[src/rtl/status_led_blink_controller_macros.svh]
// Assertion macros shared by the status LED blink controller modules.
`ifndef STATUS_LED_BLINK_CONTROLLER_MACROS_SVH
`define STATUS_LED_BLINK_CONTROLLER_MACROS_SVH

// Checked on every rising edge outside reset.
`define SLBC_ASSERT(lbl, prop, msg) \
  lbl: assert property (@(posedge clk_i) disable iff (!rst_ni) prop) \
    else $error(msg);

// Checked on every rising edge, reset included.
`define SLBC_ASSERT_ALWAYS(lbl, prop, msg) \
  lbl: assert property (@(posedge clk_i) prop) else $error(msg);

`endif

[src/rtl/slbc_pkg.sv]
// Types, constants and the microprogram of the status LED blink controller.
`timescale 1ns / 1ps
`default_nettype none

package slbc_pkg;

  localparam int NUM_LEDS  = 10;
  localparam int LED_W     = 4;
  localparam int IDX_W     = $clog2(NUM_LEDS);
  localparam int OP_W      = 3;
  localparam int MODE_W    = 2;
  localparam int LINK_W    = 2;
  localparam int PCT_W     = 7;
  localparam int PER_W     = 6;
  localparam int CFG_IDX_W = 2;
  localparam int CFG_DAT_W = 7;
  localparam int UPC_W     = 6;
  localparam int NUM_COND  = 16;

  localparam logic [OP_W-1:0] OP_TICK    = 3'd0;
  localparam logic [OP_W-1:0] OP_SET     = 3'd1;
  localparam logic [OP_W-1:0] OP_NETWORK = 3'd2;
  localparam logic [OP_W-1:0] OP_BATTERY = 3'd3;
  localparam logic [OP_W-1:0] OP_WIFI    = 3'd4;
  localparam logic [OP_W-1:0] OP_ALL_OFF = 3'd5;

  localparam logic [MODE_W-1:0] MODE_OFF  = 2'd0;
  localparam logic [MODE_W-1:0] MODE_ON   = 2'd1;
  localparam logic [MODE_W-1:0] MODE_SLOW = 2'd2;

  localparam logic [CFG_IDX_W-1:0] REG_BAT_PRESENT = 2'd0;
  localparam logic [CFG_IDX_W-1:0] REG_LOW_LEVEL   = 2'd1;
  localparam logic [CFG_IDX_W-1:0] REG_FULL_LEVEL  = 2'd2;
  localparam logic [CFG_IDX_W-1:0] REG_REFRESH     = 2'd3;

  localparam logic [LED_W-1:0] LTE_R  = 4'd0;
  localparam logic [LED_W-1:0] LTE_G  = 4'd1;
  localparam logic [LED_W-1:0] LTE_B  = 4'd2;
  localparam logic [LED_W-1:0] NR_R   = 4'd3;
  localparam logic [LED_W-1:0] NR_G   = 4'd4;
  localparam logic [LED_W-1:0] NR_B   = 4'd5;
  localparam logic [LED_W-1:0] BAT_R  = 4'd6;
  localparam logic [LED_W-1:0] BAT_G  = 4'd7;
  localparam logic [LED_W-1:0] WIFI_R = 4'd8;
  localparam logic [LED_W-1:0] WIFI_G = 4'd9;

  typedef enum logic [1:0] {K_NOP, K_PREP, K_SET, K_SCAN} kind_e;
  typedef enum logic [2:0] {LS_CONST, LS_CNT, LS_IDX, LS_BASE, LS_OTHER} lsel_e;
  typedef enum logic [3:0] {
    C_NEVER, C_ALWAYS, C_NET_UNK, C_UNK_SHOWN, C_NET_SAME, C_LINK_UP,
    C_NO_BAT, C_CHARGING, C_LOW, C_FULL, C_WIFI_SAME, C_WIFI_RUN
  } cond_e;
  typedef enum logic [1:0] {FX_NONE, FX_NET_KNOWN, FX_NET_UNK, FX_WIFI} fx_e;

  typedef struct packed {
    kind_e             kind;
    lsel_e             lsel;
    logic [LED_W-1:0]  arg;
    logic              in_mode;
    logic [MODE_W-1:0] mode;
    cond_e             cond;
    logic [UPC_W-1:0]  target;
    logic              loop;
    logic              fin;
    fx_e               fx;
  } ucw_t;

  typedef struct packed {
    logic busy;
    logic step;
    logic flush;
  } seq_t;

  typedef struct packed {
    logic             valid;
    logic [LED_W-1:0] led;
    logic             level;
  } emit_t;

  localparam logic [UPC_W-1:0] A_DONE    = 6'd0;
  localparam logic [UPC_W-1:0] A_TICK    = 6'd1;
  localparam logic [UPC_W-1:0] A_SET     = 6'd3;
  localparam logic [UPC_W-1:0] A_NET     = 6'd4;
  localparam logic [UPC_W-1:0] A_NET_ON  = 6'd11;
  localparam logic [UPC_W-1:0] A_NET_END = 6'd13;
  localparam logic [UPC_W-1:0] A_NET_UNK = 6'd14;
  localparam logic [UPC_W-1:0] A_BAT     = 6'd21;
  localparam logic [UPC_W-1:0] A_BAT_OK  = 6'd24;
  localparam logic [UPC_W-1:0] A_BAT_LOW = 6'd26;
  localparam logic [UPC_W-1:0] A_BAT_CHG = 6'd28;
  localparam logic [UPC_W-1:0] A_BAT_CL  = 6'd32;
  localparam logic [UPC_W-1:0] A_WIFI    = 6'd34;
  localparam logic [UPC_W-1:0] A_WIFI_ON = 6'd37;
  localparam logic [UPC_W-1:0] A_ALL_OFF = 6'd38;
  localparam logic [UPC_W-1:0] UCODE_LEN = 6'd39;

  function automatic ucw_t u_nop(cond_e c, logic [UPC_W-1:0] t, fx_e f, logic fin);
    ucw_t w;
    w        = '0;
    w.kind   = K_NOP;
    w.lsel   = LS_CONST;
    w.cond   = c;
    w.target = t;
    w.fx     = f;
    w.fin    = fin;
    return w;
  endfunction

  function automatic ucw_t u_set(lsel_e s, logic [LED_W-1:0] a, logic [MODE_W-1:0] m,
                                 cond_e c, logic [UPC_W-1:0] t, logic fin);
    ucw_t w;
    w        = u_nop(c, t, FX_NONE, fin);
    w.kind   = K_SET;
    w.lsel   = s;
    w.arg    = a;
    w.mode   = m;
    return w;
  endfunction

  function automatic logic [UPC_W-1:0] entry(logic [OP_W-1:0] op);
    logic [UPC_W-1:0] a;
    unique case (op)
      OP_TICK:    a = A_TICK;
      OP_SET:     a = A_SET;
      OP_NETWORK: a = A_NET;
      OP_BATTERY: a = A_BAT;
      OP_WIFI:    a = A_WIFI;
      OP_ALL_OFF: a = A_ALL_OFF;
      default:    a = A_DONE;
    endcase
    return a;
  endfunction

  function automatic ucw_t ucode(logic [UPC_W-1:0] pc);
    ucw_t w;
    w = u_nop(C_NEVER, A_DONE, FX_NONE, 1'b1);
    unique case (pc)
      6'd1: begin
        w.kind = K_PREP;
        w.fin  = 1'b0;
      end
      6'd2: begin
        w.kind = K_SCAN;
        w.lsel = LS_CNT;
        w.loop = 1'b1;
      end
      6'd3: begin
        w         = u_set(LS_IDX, '0, MODE_OFF, C_NEVER, A_DONE, 1'b1);
        w.in_mode = 1'b1;
      end
      6'd4:  w = u_nop(C_NET_UNK, A_NET_UNK, FX_NONE, 1'b0);
      6'd5:  w = u_nop(C_NET_SAME, A_DONE, FX_NET_KNOWN, 1'b0);
      6'd6:  w = u_set(LS_OTHER, 4'd0, MODE_OFF, C_NEVER, A_DONE, 1'b0);
      6'd7:  w = u_set(LS_OTHER, 4'd1, MODE_OFF, C_NEVER, A_DONE, 1'b0);
      6'd8:  w = u_set(LS_OTHER, 4'd2, MODE_OFF, C_LINK_UP, A_NET_ON, 1'b0);
      6'd9:  w = u_set(LS_BASE, 4'd0, MODE_SLOW, C_NEVER, A_DONE, 1'b0);
      6'd10: w = u_set(LS_BASE, 4'd1, MODE_OFF, C_ALWAYS, A_NET_END, 1'b0);
      6'd11: w = u_set(LS_BASE, 4'd0, MODE_OFF, C_NEVER, A_DONE, 1'b0);
      6'd12: w = u_set(LS_BASE, 4'd1, MODE_ON, C_NEVER, A_DONE, 1'b0);
      6'd13: w = u_set(LS_BASE, 4'd2, MODE_OFF, C_NEVER, A_DONE, 1'b1);
      6'd14: w = u_nop(C_UNK_SHOWN, A_DONE, FX_NET_UNK, 1'b0);
      6'd15: w = u_set(LS_CONST, LTE_R, MODE_SLOW, C_NEVER, A_DONE, 1'b0);
      6'd16: w = u_set(LS_CONST, LTE_G, MODE_OFF, C_NEVER, A_DONE, 1'b0);
      6'd17: w = u_set(LS_CONST, LTE_B, MODE_OFF, C_NEVER, A_DONE, 1'b0);
      6'd18: w = u_set(LS_CONST, NR_R, MODE_SLOW, C_NEVER, A_DONE, 1'b0);
      6'd19: w = u_set(LS_CONST, NR_G, MODE_OFF, C_NEVER, A_DONE, 1'b0);
      6'd20: w = u_set(LS_CONST, NR_B, MODE_OFF, C_NEVER, A_DONE, 1'b1);
      6'd21: w = u_nop(C_NO_BAT, A_DONE, FX_NONE, 1'b0);
      6'd22: w = u_nop(C_CHARGING, A_BAT_CHG, FX_NONE, 1'b0);
      6'd23: w = u_nop(C_LOW, A_BAT_LOW, FX_NONE, 1'b0);
      6'd24: w = u_set(LS_CONST, BAT_R, MODE_OFF, C_NEVER, A_DONE, 1'b0);
      6'd25: w = u_set(LS_CONST, BAT_G, MODE_ON, C_NEVER, A_DONE, 1'b1);
      6'd26: w = u_set(LS_CONST, BAT_R, MODE_ON, C_NEVER, A_DONE, 1'b0);
      6'd27: w = u_set(LS_CONST, BAT_G, MODE_OFF, C_NEVER, A_DONE, 1'b1);
      6'd28: w = u_nop(C_LOW, A_BAT_CL, FX_NONE, 1'b0);
      6'd29: w = u_nop(C_FULL, A_BAT_OK, FX_NONE, 1'b0);
      6'd30: w = u_set(LS_CONST, BAT_R, MODE_OFF, C_NEVER, A_DONE, 1'b0);
      6'd31: w = u_set(LS_CONST, BAT_G, MODE_SLOW, C_NEVER, A_DONE, 1'b1);
      6'd32: w = u_set(LS_CONST, BAT_R, MODE_SLOW, C_NEVER, A_DONE, 1'b0);
      6'd33: w = u_set(LS_CONST, BAT_G, MODE_OFF, C_NEVER, A_DONE, 1'b1);
      6'd34: w = u_nop(C_WIFI_SAME, A_DONE, FX_WIFI, 1'b0);
      6'd35: w = u_set(LS_CONST, WIFI_R, MODE_OFF, C_WIFI_RUN, A_WIFI_ON, 1'b0);
      6'd36: w = u_set(LS_CONST, WIFI_G, MODE_SLOW, C_NEVER, A_DONE, 1'b1);
      6'd37: w = u_set(LS_CONST, WIFI_G, MODE_ON, C_NEVER, A_DONE, 1'b1);
      6'd38: begin
        w      = u_set(LS_CNT, '0, MODE_OFF, C_NEVER, A_DONE, 1'b1);
        w.loop = 1'b1;
      end
      default: w = u_nop(C_NEVER, A_DONE, FX_NONE, 1'b1);
    endcase
    return w;
  endfunction

endpackage

`default_nettype wire

[src/rtl/slbc_useq.sv]
// Microprogram sequencer: step counter, loop counter and conditional jumps.
`timescale 1ns / 1ps
`default_nettype none

module slbc_useq (
  input  logic                          clk_i,
  input  logic                          rst_ni,
  input  logic                          start_i,
  input  logic [slbc_pkg::OP_W-1:0]     op_i,
  input  logic [slbc_pkg::NUM_COND-1:0] cond_i,
  input  logic                          out_free_i,
  output slbc_pkg::ucw_t                ctrl_o,
  output logic [slbc_pkg::IDX_W-1:0]    cnt_o,
  output slbc_pkg::seq_t                seq_o
);
  import slbc_pkg::*;

  localparam logic [1:0] S_IDLE  = 2'd0;
  localparam logic [1:0] S_RUN   = 2'd1;
  localparam logic [1:0] S_FLUSH = 2'd2;

  logic [1:0]       state_q, state_d;
  logic [UPC_W-1:0] pc_q, pc_d;
  logic [IDX_W-1:0] cnt_q, cnt_d;
  ucw_t             ctrl;

  assign ctrl = ucode(pc_q);

  always_comb begin
    state_d = state_q;
    pc_d    = pc_q;
    cnt_d   = cnt_q;
    unique case (state_q)
      S_IDLE: begin
        if (start_i) begin
          pc_d    = entry(op_i);
          cnt_d   = '0;
          state_d = S_RUN;
        end
      end
      S_RUN: begin
        if (out_free_i) begin
          if (cond_i[ctrl.cond]) begin
            pc_d = ctrl.target;
          end else if (ctrl.loop && (cnt_q != IDX_W'(NUM_LEDS - 1))) begin
            cnt_d = cnt_q + 1'b1;
          end else begin
            cnt_d = '0;
            if (ctrl.fin) begin
              state_d = S_FLUSH;
            end else begin
              pc_d = pc_q + 1'b1;
            end
          end
        end
      end
      S_FLUSH: begin
        if (out_free_i) begin
          state_d = S_IDLE;
        end
      end
      default: state_d = S_IDLE;
    endcase
  end

  always_ff @(posedge clk_i or negedge rst_ni) begin
    if (!rst_ni) begin
      state_q <= S_IDLE;
      pc_q    <= A_DONE;
      cnt_q   <= '0;
    end else begin
      state_q <= state_d;
      pc_q    <= pc_d;
      cnt_q   <= cnt_d;
    end
  end

  assign ctrl_o      = ctrl;
  assign cnt_o       = cnt_q;
  assign seq_o.busy  = (state_q != S_IDLE);
  assign seq_o.step  = (state_q == S_RUN) && out_free_i;
  assign seq_o.flush = (state_q == S_FLUSH) && out_free_i;

`include "status_led_blink_controller_macros.svh"

  `SLBC_ASSERT(a_pc_in_rom, (state_q == S_RUN) |-> (pc_q < UCODE_LEN), "step counter left the program")
  `SLBC_ASSERT(a_cnt_idle, !((state_q == S_RUN) && ctrl.loop) |-> (cnt_q == '0), "loop counter not cleared")
  `SLBC_ASSERT(a_flush_once, (state_q == S_FLUSH) && out_free_i |=> (state_q == S_IDLE), "flush did not end the transaction")

endmodule

`default_nettype wire

[src/rtl/slbc_led_bank.sv]
// LED mode and level store with blink phase, refresh counter and write generation.
`timescale 1ns / 1ps
`default_nettype none

module slbc_led_bank (
  input  logic                          clk_i,
  input  logic                          rst_ni,
  input  slbc_pkg::ucw_t                ctrl_i,
  input  logic                          step_i,
  input  logic [slbc_pkg::IDX_W-1:0]    cnt_i,
  input  logic [slbc_pkg::LED_W-1:0]    in_idx_i,
  input  logic [slbc_pkg::MODE_W-1:0]   in_mode_i,
  input  logic                          is_5g_i,
  input  logic [slbc_pkg::PER_W-1:0]    refresh_period_i,
  output slbc_pkg::emit_t               emit_o
);
  import slbc_pkg::*;

  logic [MODE_W-1:0]   modes_q [NUM_LEDS];
  logic [NUM_LEDS-1:0] levels_q;
  logic                phase_q;
  logic [PER_W-1:0]    refresh_q;
  logic                force_q;

  logic [LED_W-1:0]  led, base, other;
  logic              led_ok;
  logic [IDX_W-1:0]  widx;
  logic [MODE_W-1:0] mode_w, cur_mode;
  logic              want;
  logic [PER_W-1:0]  period;
  logic [PER_W:0]    next_cnt;
  logic              due;

  assign base  = is_5g_i ? NR_R : LTE_R;
  assign other = is_5g_i ? LTE_R : NR_R;

  always_comb begin
    unique case (ctrl_i.lsel)
      LS_CONST: led = ctrl_i.arg;
      LS_CNT:   led = LED_W'(cnt_i);
      LS_IDX:   led = in_idx_i;
      LS_BASE:  led = base + ctrl_i.arg;
      LS_OTHER: led = other + ctrl_i.arg;
      default:  led = ctrl_i.arg;
    endcase
  end

  assign led_ok   = {1'b0, led} < (LED_W + 1)'(NUM_LEDS);
  assign widx     = led[IDX_W-1:0];
  assign mode_w   = ctrl_i.in_mode ? in_mode_i : ctrl_i.mode;
  assign cur_mode = modes_q[cnt_i];
  assign want     = cur_mode[1] ? ~phase_q : cur_mode[0];

  assign period   = (refresh_period_i == '0) ? PER_W'(1) : refresh_period_i;
  assign next_cnt = {1'b0, refresh_q} + 1'b1;
  assign due      = next_cnt >= {1'b0, period};

  always_comb begin
    emit_o = '0;
    unique case (ctrl_i.kind)
      K_SET: begin
        emit_o.valid = step_i && led_ok && !mode_w[1];
        emit_o.led   = led;
        emit_o.level = mode_w[0];
      end
      K_SCAN: begin
        emit_o.valid = step_i && (force_q || (levels_q[cnt_i] != want));
        emit_o.led   = LED_W'(cnt_i);
        emit_o.level = want;
      end
      default: emit_o = '0;
    endcase
  end

  always_ff @(posedge clk_i or negedge rst_ni) begin
    if (!rst_ni) begin
      for (int i = 0; i < NUM_LEDS; i++) begin
        modes_q[i] <= MODE_OFF;
      end
      levels_q  <= '0;
      phase_q   <= 1'b0;
      refresh_q <= '0;
      force_q   <= 1'b0;
    end else if (step_i) begin
      unique case (ctrl_i.kind)
        K_PREP: begin
          phase_q   <= ~phase_q;
          force_q   <= due;
          refresh_q <= due ? '0 : next_cnt[PER_W-1:0];
        end
        K_SET: begin
          if (led_ok) begin
            modes_q[widx] <= mode_w;
            if (!mode_w[1]) begin
              levels_q[widx] <= mode_w[0];
            end
          end
        end
        K_SCAN: levels_q[cnt_i] <= want;
        default: ;
      endcase
    end
  end

endmodule

`default_nettype wire

[src/rtl/status_led_blink_controller.sv]
// Top level of the status LED blink controller.
// Usage: one input transaction carries an operation (tick, set mode, network,
// battery or wifi status, all off) with its fields. The block answers with zero
// to ten output transactions, one per LED write, and marks the final one with
// last_o. Configuration registers are written through cfg_we_i, cfg_index_i
// and cfg_wdata_i; the user must write them only while the block is idle, since
// the block does not enforce this. Each operation runs as a short program from a
// control table, one step per cycle while the output register is free. A tick
// takes one preparation step, one step per LED and a final step.
// Writes leave through a one-deep hold register and an output register; a write
// moves on only when the next write is generated or the program finishes.
// in_ready_o stays high whenever no operation is in progress, also while a
// result still waits in the output register. When the receiver stalls, the
// program stops at the next step until the output register frees up.
// Reset clears all modes and levels, the blink phase, the refresh counter and
// the status history, and loads the register defaults.
`timescale 1ns / 1ps
`default_nettype none

module status_led_blink_controller (
  input  logic                           clk_i,
  input  logic                           rst_ni,
  input  logic                           cfg_we_i,
  input  logic [slbc_pkg::CFG_IDX_W-1:0] cfg_index_i,
  input  logic [slbc_pkg::CFG_DAT_W-1:0] cfg_wdata_i,
  input  logic                           in_valid_i,
  output logic                           in_ready_o,
  input  logic [slbc_pkg::OP_W-1:0]      op_i,
  input  logic [slbc_pkg::LED_W-1:0]     led_index_i,
  input  logic [slbc_pkg::MODE_W-1:0]    mode_i,
  input  logic [slbc_pkg::LINK_W-1:0]    link_state_i,
  input  logic                           is_5g_i,
  input  logic [slbc_pkg::PCT_W-1:0]     capacity_i,
  input  logic                           charging_i,
  input  logic                           wifi_running_i,
  output logic                           out_valid_o,
  input  logic                           out_ready_i,
  output logic [slbc_pkg::LED_W-1:0]     led_out_o,
  output logic                           level_o,
  output logic                           last_o
);
  import slbc_pkg::*;

  logic             bat_present_q;
  logic [PCT_W-1:0] low_level_q, full_level_q;
  logic [PER_W-1:0] refresh_period_q;

  logic [LED_W-1:0]  idx_q;
  logic [MODE_W-1:0] mode_q;
  logic [LINK_W-1:0] link_q;
  logic              g5_q, chg_q, run_q;
  logic [PCT_W-1:0]  cap_q;

  logic net_seen_q, net_conn_q, net_5g_q, net_unk_q, wifi_seen_q, wifi_last_q;

  logic                out_valid_q, out_valid_d, out_level_q, out_last_q;
  logic [LED_W-1:0]    out_led_q;
  logic                hold_v_q, hold_v_d, hold_level_q;
  logic [LED_W-1:0]    hold_led_q;
  logic                load_out, last_d;

  logic                accept, out_free, net_same, wifi_same;
  logic [NUM_COND-1:0] cond_vec;
  ucw_t                ctrl;
  logic [IDX_W-1:0]    cnt;
  seq_t                seq;
  emit_t               emit;

  assign in_ready_o = !seq.busy;
  assign accept     = in_valid_i && in_ready_o;
  assign out_free   = !out_valid_q || out_ready_i;

  always_ff @(posedge clk_i or negedge rst_ni) begin
    if (!rst_ni) begin
      bat_present_q    <= 1'b1;
      low_level_q      <= PCT_W'(30);
      full_level_q     <= PCT_W'(100);
      refresh_period_q <= PER_W'(6);
    end else if (cfg_we_i) begin
      unique case (cfg_index_i)
        REG_BAT_PRESENT: bat_present_q    <= cfg_wdata_i[0];
        REG_LOW_LEVEL:   low_level_q      <= cfg_wdata_i;
        REG_FULL_LEVEL:  full_level_q     <= cfg_wdata_i;
        REG_REFRESH:     refresh_period_q <= cfg_wdata_i[PER_W-1:0];
        default: ;
      endcase
    end
  end

  always_ff @(posedge clk_i) begin
    if (accept) begin
      idx_q  <= led_index_i;
      mode_q <= mode_i;
      link_q <= link_state_i;
      g5_q   <= is_5g_i;
      cap_q  <= capacity_i;
      chg_q  <= charging_i;
      run_q  <= wifi_running_i;
    end
  end

  assign net_same  = net_seen_q && (net_conn_q == link_q[0]) && (net_5g_q == g5_q);
  assign wifi_same = wifi_seen_q && (wifi_last_q == run_q);

  always_comb begin
    cond_vec              = '0;
    cond_vec[C_ALWAYS]    = 1'b1;
    cond_vec[C_NET_UNK]   = link_q[1];
    cond_vec[C_UNK_SHOWN] = net_unk_q;
    cond_vec[C_NET_SAME]  = net_same;
    cond_vec[C_LINK_UP]   = link_q[0];
    cond_vec[C_NO_BAT]    = !bat_present_q;
    cond_vec[C_CHARGING]  = chg_q;
    cond_vec[C_LOW]       = cap_q < low_level_q;
    cond_vec[C_FULL]      = cap_q >= full_level_q;
    cond_vec[C_WIFI_SAME] = wifi_same;
    cond_vec[C_WIFI_RUN]  = run_q;
  end

  always_ff @(posedge clk_i or negedge rst_ni) begin
    if (!rst_ni) begin
      net_seen_q  <= 1'b0;
      net_conn_q  <= 1'b0;
      net_5g_q    <= 1'b0;
      net_unk_q   <= 1'b0;
      wifi_seen_q <= 1'b0;
      wifi_last_q <= 1'b0;
    end else if (seq.step) begin
      unique case (ctrl.fx)
        FX_NET_KNOWN: begin
          net_unk_q <= 1'b0;
          if (!net_same) begin
            net_seen_q <= 1'b1;
            net_conn_q <= link_q[0];
            net_5g_q   <= g5_q;
          end
        end
        FX_NET_UNK: begin
          net_unk_q  <= 1'b1;
          net_seen_q <= 1'b0;
        end
        FX_WIFI: begin
          if (!wifi_same) begin
            wifi_seen_q <= 1'b1;
            wifi_last_q <= run_q;
          end
        end
        default: ;
      endcase
    end
  end

  slbc_useq u_useq (
    .clk_i      (clk_i),
    .rst_ni     (rst_ni),
    .start_i    (accept),
    .op_i       (op_i),
    .cond_i     (cond_vec),
    .out_free_i (out_free),
    .ctrl_o     (ctrl),
    .cnt_o      (cnt),
    .seq_o      (seq)
  );

  slbc_led_bank u_led_bank (
    .clk_i            (clk_i),
    .rst_ni           (rst_ni),
    .ctrl_i           (ctrl),
    .step_i           (seq.step),
    .cnt_i            (cnt),
    .in_idx_i         (idx_q),
    .in_mode_i        (mode_q),
    .is_5g_i          (g5_q),
    .refresh_period_i (refresh_period_q),
    .emit_o           (emit)
  );

  // Writes wait in the hold register so the final one of a transaction can be marked.
  always_comb begin
    out_valid_d = out_valid_q && !out_ready_i;
    hold_v_d    = hold_v_q;
    load_out    = 1'b0;
    last_d      = 1'b0;
    if (emit.valid) begin
      hold_v_d = 1'b1;
      load_out = hold_v_q;
    end else if (seq.flush && hold_v_q) begin
      hold_v_d = 1'b0;
      load_out = 1'b1;
      last_d   = 1'b1;
    end
    if (load_out) begin
      out_valid_d = 1'b1;
    end
  end

  always_ff @(posedge clk_i or negedge rst_ni) begin
    if (!rst_ni) begin
      out_valid_q <= 1'b0;
      hold_v_q    <= 1'b0;
    end else begin
      out_valid_q <= out_valid_d;
      hold_v_q    <= hold_v_d;
    end
  end

  always_ff @(posedge clk_i) begin
    if (load_out) begin
      out_led_q   <= hold_led_q;
      out_level_q <= hold_level_q;
      out_last_q  <= last_d;
    end
    if (emit.valid) begin
      hold_led_q   <= emit.led;
      hold_level_q <= emit.level;
    end
  end

  assign out_valid_o = out_valid_q;
  assign led_out_o   = out_led_q;
  assign level_o     = out_level_q;
  assign last_o      = out_last_q;

`include "status_led_blink_controller_macros.svh"

  `SLBC_ASSERT(a_idle_hold_empty, in_ready_o |-> !hold_v_q, "hold register not empty while idle")
  `SLBC_ASSERT(a_led_range, out_valid_o |-> (led_out_o <= LED_W'(NUM_LEDS - 1)), "LED index out of range")
  `SLBC_ASSERT_ALWAYS(a_reset_state, !rst_ni |=> (!out_valid_o && in_ready_o), "reset state wrong")

endmodule

`default_nettype wire
[config.mk]
export PLATFORM = sky130hd
export DESIGN_NAME = status_led_blink_controller
export DESIGN_NICKNAME = d
export VERILOG_FILES = /design/src/rtl/slbc_pkg.sv /design/src/rtl/slbc_useq.sv /design/src/rtl/slbc_led_bank.sv /design/src/rtl/status_led_blink_controller.sv
export VERILOG_INCLUDE_DIRS = /design/src /design/src/rtl
export SDC_FILE = /design/constraint.sdc
export NUM_CORES = 1
export LEC_CHECK = 0
export BUFFER_PORTS_ARGS = -buffer_cell sky130_fd_sc_hd__buf_2
export CAP_MARGIN = 20
export CORE_MARGIN = 2
export CORE_UTILIZATION = 65
export CTS_CLUSTER_SIZE = 10
export DETAILED_ROUTE_END_ITERATION = 12
export PLACE_DENSITY = 0.86
export SYNTH_ARGS = -nofsm -noshare
export SYNTH_HDL_FRONTEND = slang
export SYNTH_SLANG_ARGS = --single-unit
[constraint.sdc]
create_clock -name clk_i -period 9.7 [get_ports clk_i]
set_clock_uncertainty 0.15 [all_clocks]
set_input_delay 1.455 -clock clk_i [delete_from_list [all_inputs] [get_ports clk_i]]
set_output_delay 1.455 -clock clk_i [all_outputs]
set_load 0.02 [all_outputs]
; ---- Word level (Yosys, flattened, before mapping)
; Cells that the tools add are included.
[op_classes]
reduce_logical = 55
magnitude_cmp = 12
n_bitwise = 5
mux = 59
eq_ne = 74
n_mul = 0
shift = 0
div_mod_pow = 0
n_addsub = 5
[ops]
columns = op, count
row1 = 17-bit case mux with 28 select lines, 1
row2 = "6-bit by 5-bit equality test with 1-bit output, second input constant", 16
row3 = 27-bit OR reduction, 2
row4 = "6-bit by 4-bit equality test with 1-bit output, second input constant", 8
row5 = "6-bit equality test, second input constant", 7
row6 = 6-bit 2-to-1 mux, 7
row7 = 6-bit case mux with 6 select lines, 1
row8 = "6-bit by 3-bit equality test with 1-bit output, second input constant", 4
row9 = 2-bit 2-to-1 mux, 12
row10 = 6-bit case mux with 2 select lines, 2
row11 = 10-bit bitwise mux, 2
row12 = 20-bit bitwise mux, 1
row13 = 10-bit 2-to-1 mux, 2
row14 = 10-bit case mux with 2 select lines, 1
row15 = 2-bit case mux with 3 select lines, 3
row16 = 4-bit 2-to-1 mux, 4
row17 = 4-bit case mux with 4 select lines, 1
row18 = 1-bit logical AND, 15
row19 = "4-bit by 5-bit < comparator with 1-bit output, second input constant", 3
row20 = "2-bit equality test, second input constant", 7
row21 = "3-bit by 2-bit equality test with 1-bit output, second input constant", 4
row22 = "6-bit by 2-bit equality test with 1-bit output, second input constant", 2
row23 = 1-bit 2-to-1 mux, 12
row24 = "2-bit inequality test, second input constant", 6
row25 = other kinds (43), 87
[word_totals]
latch_bits = 0
output_inout_bits = 8
mem_bits_rw = 0
n_memories = 0
rom_bits = 0
ff_bits = 108

; ---- Longest topological paths before layout
[depth]
depth_word = 13
depth_mapped = 17

; ---- Modules after synthesis
; A second synthesis with hierarchy kept.
[hier_totals]
cells_unflattened = 762
hier_area_um2 = 7604.8
[modules_own_cells]
columns = mod, seq_area_each_um2, cells_each, area_each_um2, n_inst
row1 = slbc_led_bank, 950.9, 327, 3160.5, 1
row2 = status_led_blink_controller, 1609.0, 161, 2417.3, 1
row3 = slbc_useq, 300.3, 274, 2026.9, 1

; ---- Worst setup path before layout
; OpenSTA, ideal clock, no wires.
[synth_path]
path_type = register to register
from = register u_useq.pc_q[0]
to = register out_last_q, in the netlist last_o (enable)
arrival_ps = 3557
synth_period_minus_slack_ps = 4023
path_buffers = 1
stages_incl_launch_ff = 16
required_time_ps = 9234
setup_ps = 316
setup_slack_ps = 5677
path_cell_list = dfrtp_1 > inv_1 > ha_1 > clkbuf_1 > nor2_1 > nor3b_1 > a21oi_1 > o311ai_1 > ha_1 > inv_1 > fa_1 > o211ai_2 > a21oi_1 > o21ai_1 > o21ai_1 > a21o_1
[synth_via]
elab_chain_cells = 10
[synth_lines]
columns = item, line_no
row1 = start: declaration, slbc_useq.sv:23  ; logic [UPC_W-1:0] pc_q, pc_d;
row2 = start signal: assignment, slbc_useq.sv:73  ; pc_q <= pc_d;
row3 = 6-bit by 5-bit equality test with 1-bit output (tied with other cells), slbc_pkg.sv:137  ; unique case (pc)
row4 = 2-bit OR reduction (no line) (tied with other cells), --
row5 = 17-bit case mux with 28 select lines or 3-bit case mux with 4 select lines (tied branches), slbc_pkg.sv:137
row6 = 4-bit adder (tied with other cells), slbc_led_bank.sv:43  ; LS_OTHER: led = other + ctrl_i.arg;
row7 = 4-bit case mux with 4 select lines, slbc_led_bank.sv:38  ; unique case (ctrl_i.lsel)
row8 = 4-bit < comparator, slbc_led_bank.sv:48  ; assign led_ok = {1'b0, led} < (LED_W + 1)'(NUM_LEDS);
row9 = 1-bit logical AND (2 in a row), slbc_led_bank.sv:62  ; emit_o.valid = step_i && led_ok && !mode_w[1];
row10 = 6-bit case mux with 2 select lines *, slbc_led_bank.sv:60  ; unique case (ctrl_i.kind)
row11 = 1-bit 2-to-1 mux *, status_led_blink_controller.sv:184  ; if (emit.valid) begin
row12 = via load_out, status_led_blink_controller.sv:60  ; logic load_out, last_d;
row13 = end signal: assignment, status_led_blink_controller.sv:211  ; out_last_q <= last_d;
row14 = end: declaration, status_led_blink_controller.sv:56  ; logic out_valid_q, out_valid_d, out_level_q, out_last_q;
; Mark *: on every way through the listed nets, which the timed path passes. The rest lies on a longest branch.
; A chain may end at the register's enable or synchronous reset.

; ---- Worst setup path after layout
[layout_path]
from = register u_useq.pc_q[2]
to = register out_led_q[1], in the netlist led_out_o[1] (enable)
[layout_via]
elab_chain_cells = 10
[layout_lines]
columns = item, line_no
row1 = 6-bit by 5-bit equality test with 1-bit output (tied with other cells), slbc_pkg.sv:137
row2 = 2-bit OR reduction (no line) (tied with other cells), --
row3 = 17-bit case mux with 28 select lines or 3-bit case mux with 4 select lines (tied branches), slbc_pkg.sv:137
row4 = 4-bit adder (tied with other cells), slbc_led_bank.sv:43
row5 = 4-bit case mux with 4 select lines, slbc_led_bank.sv:38
row6 = 4-bit < comparator, slbc_led_bank.sv:48
row7 = 1-bit logical AND (2 in a row), slbc_led_bank.sv:62
row8 = 6-bit case mux with 2 select lines *, slbc_led_bank.sv:60
row9 = 1-bit 2-to-1 mux *, status_led_blink_controller.sv:184
row10 = via load_out, status_led_blink_controller.sv:60
row11 = end signal: assignment, status_led_blink_controller.sv:209  ; out_led_q <= hold_led_q;
row12 = end: declaration, status_led_blink_controller.sv:57  ; logic [LED_W-1:0] out_led_q;
; Marks and branches as above.

==> impl_metrics.py <==
metrics = {
    "logic_synthesis": {
        "yosys.area.top_type": "dfrtp_1",
        "seq_area_frac_synth_pct": 39.8,
        "yosysTopAreaCellShare_pct": 24.0,
        "synth_edf_count": 29,
        "ys_ff_latch": 108,
        "synth_cell_types": 84,
        "syn_nets": 790,
        "syn-instance-count": 722,
        "synthFlopType": "dfrtp_1",
        "synthArstFlopShare_pct": 73.1,
        "avgSynthCellArea_sq_um": 9.96,
        "syn_area_sq_um": 7190,
        "synth_area_leaders": "dfrtp_1, edfxtp_1, mux2_2",
        "synthTopCellsByCount": "nand2_1, dfrtp_1, nor2_1, mux2_2, inv_1",
        "synth.most_common_cell": "nand2_1",
        "synth_warnings": 0,
    },
    "finish": {
        "drive_gt1_share_pct": 19.5,
        "multiInputGateArea_sq_um": 4000,
        "stdcell_area_sq_um": 7670,
        "antennaDiodeCount": 0,
        "nFillCells": 759,
        "register_area_sq_um": 2860,
        "syn2layout_area_growth_pct": 6.63,
        "layout.nets": 815,
    },
    "clocking": {
        "cts_tree": "yes",
        "numClockSinks": 108,
        "clock_latency_ns": 0.39,
        "clk_pin_slew_ns": 0.12,
        "holdBufCountCts": 0,
        "cts_setup_buffers": 0,
        "cts_buffer_depth": 2,
        "cts_buffers": 9,
        "h-tree-depth": 3,
        "cts_root_buf": "clkbuf_8",
        "cts_resized": 0,
    },
    "sta": {
        "clock.fmax_mhz": 204,
        "setup_violations": 0,
        "rsz0062_at_grt": "no",
        "final.setup.tns_ns": 0,
        "fin_crit_sh_pct": 50.7,
        "period_needed_ns": 4.91,
        "slew_violations": 0,
        "setup_slack_ns": 4.79,
        "finalHoldViolCount": 0,
        "worstMarginPinSlew_ns": 1.14,
        "relSlewSlack_pct": 23.4,
    },
    "routing": {
        "routed-via-count": 5840,
        "drt_iter0_markers": 640,
        "wirelength_microns": 17400,
        "wl_met1_microns": 7350,
        "post_drt_wl_per_cell_microns": 19.5,
        "drc_errors": 0,
        "drtPass1Iterations": 5,
        "via_per_inst": 6.55,
        "route.met3.wl_microns": 1380,
        "met2_length_microns": 8170,
        "drtAntennaViolNets": 0,
        "top_layer": "met4",
    },
    "setup_path": {
        "startpoint_type": "register",
        "crit_fanout": 35,
        "cp_common_cell": "o21ai_1",
        "cp_slowest_stage_delay_ns": 1.01,
        "slowest_stage": "dfrtp_1",
        "crit_arrival_ns": 4.84,
        "cp.required_ns": 9.62,
        "endpoint_kind": "register",
        "path_class": "reg2reg",
        "crit_chain": "nor2b_2 > a22o_1 > nand2_1 > nor2_1 > xor2_1 > ha_1 > inv_1 > fa_1 > o211ai_2 > a21oi_1 > o21ai_1 > o21ai_1 > a21o_1",
    },
    "floorplanning": {
        "core_area_sq_um": 10800,
        "dieHeight_microns": 109,
        "die_width_microns": 109,
        "initial_utilization_pct": 66.6,
        "row_count": 38,
        "die_area_sq_um": 11900,
        "pin_count": 43,
    },
    "power": {
        "combPwrFrac_pct": 52.5,
        "seqPwrFrac_pct": 33.4,
        "p_sw_share_pct": 46.2,
        "p_leak_nw": 3.27,
        "clkPwrFrac_pct": 14.1,
        "p_int_w": 0.00113,
        "powerDensity_nw_per_um2": 275,
        "p_switching_w": 0.000973,
        "peakVddDrop_mv": 0.154,
    },
    "placement": {
        "io_buffers": 42,
        "gp_congestion": 0.993,
        "placed_cell_area_sq_um": 7420,
        "place_hpwl_microns": 12400,
        "pre_cts_ws_ns": 4.93,
    },
    "min_path": {
        "hold_class": "reg2reg",
    },
    "global_routing": {
        "grt_pass1_wl_microns": 28600,
        "track_usage_pct": 31.2,
        "grt-ovfl-total": 0,
        "grt_pass1_vias": 5778,
        "antenna_found_initial": 0,
        "grt_max_degree": 80,
    },
    "run": {
        "maxCapViolCount": 0,
    },
    "outcome": {
        "outcome": "completed",
    },
}
critical path: cells and delay by family, from the launching register on:
kind / cells / cell delay (ns)
xor+xnor: 1 / 0.21
flops: 1 / 1.01
simple gates: 3 / 0.71
fa+ha+maj: 2 / 0.73
buf+inv: 1 / 0.05
compound gates: 6 / 1.75
cell usage in the layout (no fill, tap or decap), types with 6 or more instances in the layout:
master    count
o21ai_1      10
buf_2        41
clkbuf_8      9
mux2_1       16
nor3_1       12
edfxtp_1     29
a21oi_1      31
a22o_1        6
nand2b_1     18
xnor2_1       9
dfrtp_1      69
nor3b_1      10
nor2_1       47
and3_1       12
nand2_1      71
o22ai_1       6
mux4_2        6
mux2i_1       9
inv_1        37
ha_1         32
dfstp_2      10
a21o_1       11
a211oi_1      6
a31oi_1       7
mux2_2       40
nand3_1      23
nand3b_1      8
o21ai_0      24
nor2b_1      11
o211ai_1      7
and2_1        8
worst paths after layout:
| path | to | depth (start not counted) | startpoint | slack [ns] |
|---|---|---|---|---|
| min reg2reg | level_o$_DFFE_PP_ | 0 | hold_level_q$_SDFFCE_PN0P_ | 0.29 |
| min in group asynchronous | u_useq.state_q[0]$_DFFE_PN0P_ | 1 | rst_ni | 0.71 |
| max reg2reg | led_out_o[1]$_DFFE_PP_ | 13 | u_useq.pc_q[2]$_DFFE_PN0P_ | 4.79 |
| min | level_o$_DFFE_PP_ | 0 | hold_level_q$_SDFFCE_PN0P_ | 0.29 |
| max in group asynchronous | full_level_q[6]$_DFFE_PN1P_ | 2 | rst_ni | 8.05 |
| max | led_out_o[1]$_DFFE_PP_ | 13 | u_useq.pc_q[2]$_DFFE_PN0P_ | 4.79 |
registers in the layout, summed over array words and instances, names as in the netlist, 6 cells and up:
| name | cells |
|---|---|
| u_led_bank.modes_q | 20 |
| u_led_bank.levels_q | 10 |
| cap_q | 7 |
| full_level_q | 7 |
| low_level_q | 7 |
| refresh_period_q | 6 |
| u_led_bank.refresh_q | 6 |
| u_useq.pc_q | 6 |
power by group through the flow:
stage | clock [W] | sequential (W) | combinational, W
2_1_floorplan | 0 | 0.000672 | 0.000861
3_3_place_gp | 0 | 0.000703 | 0.00105
3_5_place_dp | 0 | 0.000710 | 0.00107
5_1_grt | 0.000320 | 0.000720 | 0.00121
4_1_cts | 0.000301 | 0.000701 | 0.00108
6_report | 0.000297 | 0.000704 | 0.00110
kinds of logic after synthesis:
logic type,count (synthesis),share of synthesized area (%)
compound gates,167,16.9
xor+xnor,12,1.46
fa+ha+maj,33,5.85
buf+inv,71,4.59
flops,108,39.8
mux,72,12.1
simple gates,259,19.3
per-stage QoR:
stage	std cells	util (%)	power (W)	hold WS (ns)
2_1_floorplan	722	-	0.00153	0.250
3_5_place_dp	875	68.7	0.00178	0.257
3_3_place_gp	875	68.7	0.00175	0.258
4_1_cts	891	70.8	0.00208	0.294
6_report	892	71.0	0.00211	0.286
5_1_grt	892	71.0	0.00225	0.297
layout make-up:
class,instances,area share (%)
inverter,38,1.86
timing repair buffer,47,3.53
clock inverter,7,1.24
multi-input combinational,543,52.2
sequential,108,37.3
clock buffer,9,1.62
tap,140,2.28
per-layer routing:
layer	vias to the layer above	GRT usage, %
met5	-	0
met4	0	14.0
met3	49	6.75
met2	276	48.0
met1	2810	42.5
li1	2705	-
No activity file was read; power rests on OpenSTA's default activity.
